==> src/rtl/rwt_ram.sv <==
// Simple dual-port RAM with a registered, enabled read port.
// No dependencies; holds the FIFO entries of the tracker.
module rwt_ram #(
	parameter int WIDTH = 96,
	parameter int DEPTH = 32
) (
	input  logic                                clk,
	input  logic                                we,
	input  logic [(DEPTH > 1 ? $clog2(DEPTH) : 1)-1:0] waddr,
	input  logic [WIDTH-1:0]                    wdata,
	input  logic                                re,
	input  logic [(DEPTH > 1 ? $clog2(DEPTH) : 1)-1:0] raddr,
	output logic [WIDTH-1:0]                    rdata
);

	logic [WIDTH-1:0] mem [DEPTH];

	always_ff @(posedge clk) begin
		if (we) begin
			mem[waddr] <= wdata;
		end
	end

	// hold read data until the next read
	always_ff @(posedge clk) begin
		if (re) begin
			rdata <= mem[raddr];
		end
	end

endmodule

==> config.mk <==
export PLATFORM = sky130hd
export DESIGN_NAME = rwt_ram
export DESIGN_NICKNAME = d
export VERILOG_FILES = /design/src/rtl/rwt_ram.sv
export SDC_FILE = /design/constraint.sdc
export NUM_CORES = 2
export LEC_CHECK = 0
export BUFFER_PORTS_ARGS = -buffer_cell sky130_fd_sc_hd__buf_2
export CAP_MARGIN = 20
export CORE_UTILIZATION = 45
export CTS_BUF_LIST = sky130_fd_sc_hd__clkbuf_2 sky130_fd_sc_hd__clkbuf_4 sky130_fd_sc_hd__clkbuf_8
export DETAILED_ROUTE_END_ITERATION = 8
export PLACE_DENSITY = 0.63
export RECOVER_POWER = 25
export SLEW_MARGIN = 25
export SYNTH_ARGS = -nofsm -noshare
export SYNTH_HDL_FRONTEND = slang
export SYNTH_SLANG_ARGS = --single-unit
export TNS_END_PERCENT = 30
==> constraint.sdc <==
create_clock -name clk -period 7.7 [get_ports clk]
set_clock_uncertainty 0.05 [all_clocks]
set_input_delay 0.385 -clock clk [delete_from_list [all_inputs] [get_ports clk]]
set_output_delay 0.385 -clock clk [all_outputs]
set_load 0.03 [all_outputs]
==> out/qor.csv <==
metric;value;unit
ff_latch_area;95100;um^2
ys_seq_area_frac;0.796;
p_switching;7710;uW
ir_drop;196;uV
rsz0062_at_grt;no;
worst_pin_slew;1.36;ns
hold_path.class;in2reg;
avgSynthCellArea;21.3;um^2
async_flop_share;0;
grt_first_pass_wirelength;439000;um
clkTransAtPathRegs;0.06;ns
die_area;268000;um^2
ctsResizeCount;0;
fmax;304;MHz
synth_nets;5713;
crit_buf_inv;5;
grt_max_degree;122;
critPathCaptureType;flip-flop;
gr-usage-all-layers;0.232;
synthesis.area;120000;um^2
status;finished clean;
cts_tree;yes;
rows;188;
grt_pass1_vias;61600;
slew_headroom;0.0954;
whs;0.100;ns
hold_viol;0;
drcViolationCount;0;
yosys-top-cells-area;edfxtp_1 (80%), mux4_2 (7.2%), mux2i_1 (6.4%);
syn_to_final_growth;13.6;%
fillers;20600;
cp_common_cell;buf_4;
layout.nets;6361;
first_iter_violations;7147;
yosys_warnings;0;
p_per_area;258;nW/um^2
synth_cells;5604;
io_pins;205;
core_area;263000;um^2
synth_edf_count;3168;
synthFlopType;edfxtp_1;
critPathKind;in2reg;
most-common-layout-cells;edfxtp_1 (3168), mux2i_1 (768), clkbuf_8 (541), a22oi_1 (511), mux4_2 (384);
crit_slowest_cell;buf_4;
overflow;0;
fin_ws;4.41;ns
drive_above_1_share;0.226;
cts_buffer_depth;4;
vias_per_cell;6.01;
start_util;0.454;
wl_per_cell;30.9;um
topRoutingLayerUsed;met5;
cellInternalPower;27300;uW
synth_cell_types;29;
critPathMaxStageDelay;0.79;ns
drv_slew;0;
die_height;517;um
multiInputGateArea;23200;um^2
dr.pass1.iters;5;
critPathMaxFanout;54;
htreeDepth;6;
route.vias.total;60700;
cts-root-buf;clkbuf_8;
met2_length;149000;um
io_buffers;204;
critPathTopFamily;buffers and inverters;
dieWidth;517;um
dp_hpwl;145000;um
maxCapViolCount;0;
synth_top_area_share;0.796;
ys_ff_latch;3168;
globalplace.congestion;0.739;
fin_crit;3.29;ns
pwr-share-comb;0.049;
crit_chain;dlygate4sd3_1 -> buf_6 -> buf_4 -> buf_4 -> nor3_4 -> buf_4 -> a22oi_1 -> nand4_1;
antenna_left;0;
min_period_over_period;0.428;
drt-total-wl;312000;um
antenna_found_initial;28;
setup_viol;0;
clock_power_share;0.397;
synth_area_leader_cell;edfxtp_1;
fin_tns_setup;0;ns
worst_ep_required_time;8.37;ns
layout_commonest_cell;edfxtp_1;
p_leak;0.0443;uW
numCtsBuffers;530;
insertion_delay;1.10;ns
start_kind;input port;
cts.sink_count;3168;
wl_met1;127000;um
place_ws;3.61;ns
wl_met3;28000;um
swShare;0.220;
seq_power_share;0.554;
critPathArrivalTime;3.96;ns
-- timing repair --
| action | CTS | global route |
|---|---|---|
| buffers inserted | 0 | 0 |
| setup endpoints to repair | 0 | 0 |
| endpoints found under the hold margin | 3112 | 0 |
| hold buffers | 102 | 0 |
-- stage by stage --
stage          instances  area [um^2]  total power (uW)  utilization
2_1_floorplan       5604       120000             20700            -
5_1_grt            10100       136000             36100        0.516
3_3_place_gp        9127       125000             21400        0.475
3_5_place_dp        9129       125000             21400        0.475
6_report           10100       136000             35000        0.516
4_1_cts            10100       136000             35200        0.516
-- registers in the layout (all words and copies together), names as in the netlist --
register / flops
rdata: 96
mem: 3072
-- Yosys cell counts (2+ instances only) --
| library cell | instances |
|---|---|
| nand4_1 | 45 |
| nor2_1 | 45 |
| edfxtp_1 | 3168 |
| or3b_2 | 2 |
| buf_1 | 15 |
| clkbuf_1 | 139 |
| buf_2 | 111 |
| nand3b_1 | 5 |
| a31oi_1 | 51 |
| mux2i_1 | 768 |
| nand2_1 | 12 |
| a22oi_1 | 511 |
| nor3_2 | 2 |
| nand3_1 | 194 |
| buf_4 | 33 |
| nor2b_1 | 15 |
| a21oi_1 | 9 |
| a32oi_1 | 5 |
| buf_6 | 20 |
| and2_1 | 10 |
| a22o_1 | 51 |
| nor3_1 | 3 |
| mux4_2 | 384 |
-- layer usage --
metal / global-route usage / vias up
li1: - / 24900
met1: 0.320 / 32200
met2: 0.369 / 2971
met3: 0.0522 / 578
met4: 0.0708 / 22
met5: 0 / -
-- cells by family after synthesis --
logic type / after synthesis / share of synthesized area
compound gates: 627 / 0.0392
simple gates: 338 / 0.0146
flops: 3168 / 0.796
buf+inv: 319 / 0.0135
mux: 1152 / 0.137
-- power by group through the flow --
stage                     clock network (uW)  logic, uW  registers (uW)
after CTS                              14100       1740           19400
after detailed placement                   0       1690           19700
final                                  13900       1730           19400
after floorplan                            0        890           19800
after global placement                     0       1650           19700
after global routing                   14900       1830           19400
-- worst register-to-register path: stages, from the launching register on --
cell	delay, ns
edfxtp_1	0.36
mux4_2	0.48
a22o_1	0.25
a31oi_1	0.14
nand3_1	0.25
-- path summary, 6_finish.rpt --
| path | startpoint | end | slack (ns) | depth (start not counted) |
|---|---|---|---|---|
| min | we | mem[13][61] | 0.10 | 4 |
| min reg2reg | mem[5][32] | rdata[32] | 0.69 | 4 |
| max reg2reg | mem[14][21] | rdata[21] | 5.83 | 4 |
| max | raddr[1] | rdata[30] | 4.41 | 8 |
-- final cells by class --
cell class / count / share of cell area
sequential: 3168 / 0.701
clock inverter: 172 / 0.00713
timing repair buffer: 434 / 0.0253
antenna: 4 / 0.0000737
tap: 3515 / 0.0324
inverter: 1 / 0.0000277
multi-input combinational: 2117 / 0.171
clock buffer: 701 / 0.0637
No activity file was read; power rests on OpenSTA's default activity.
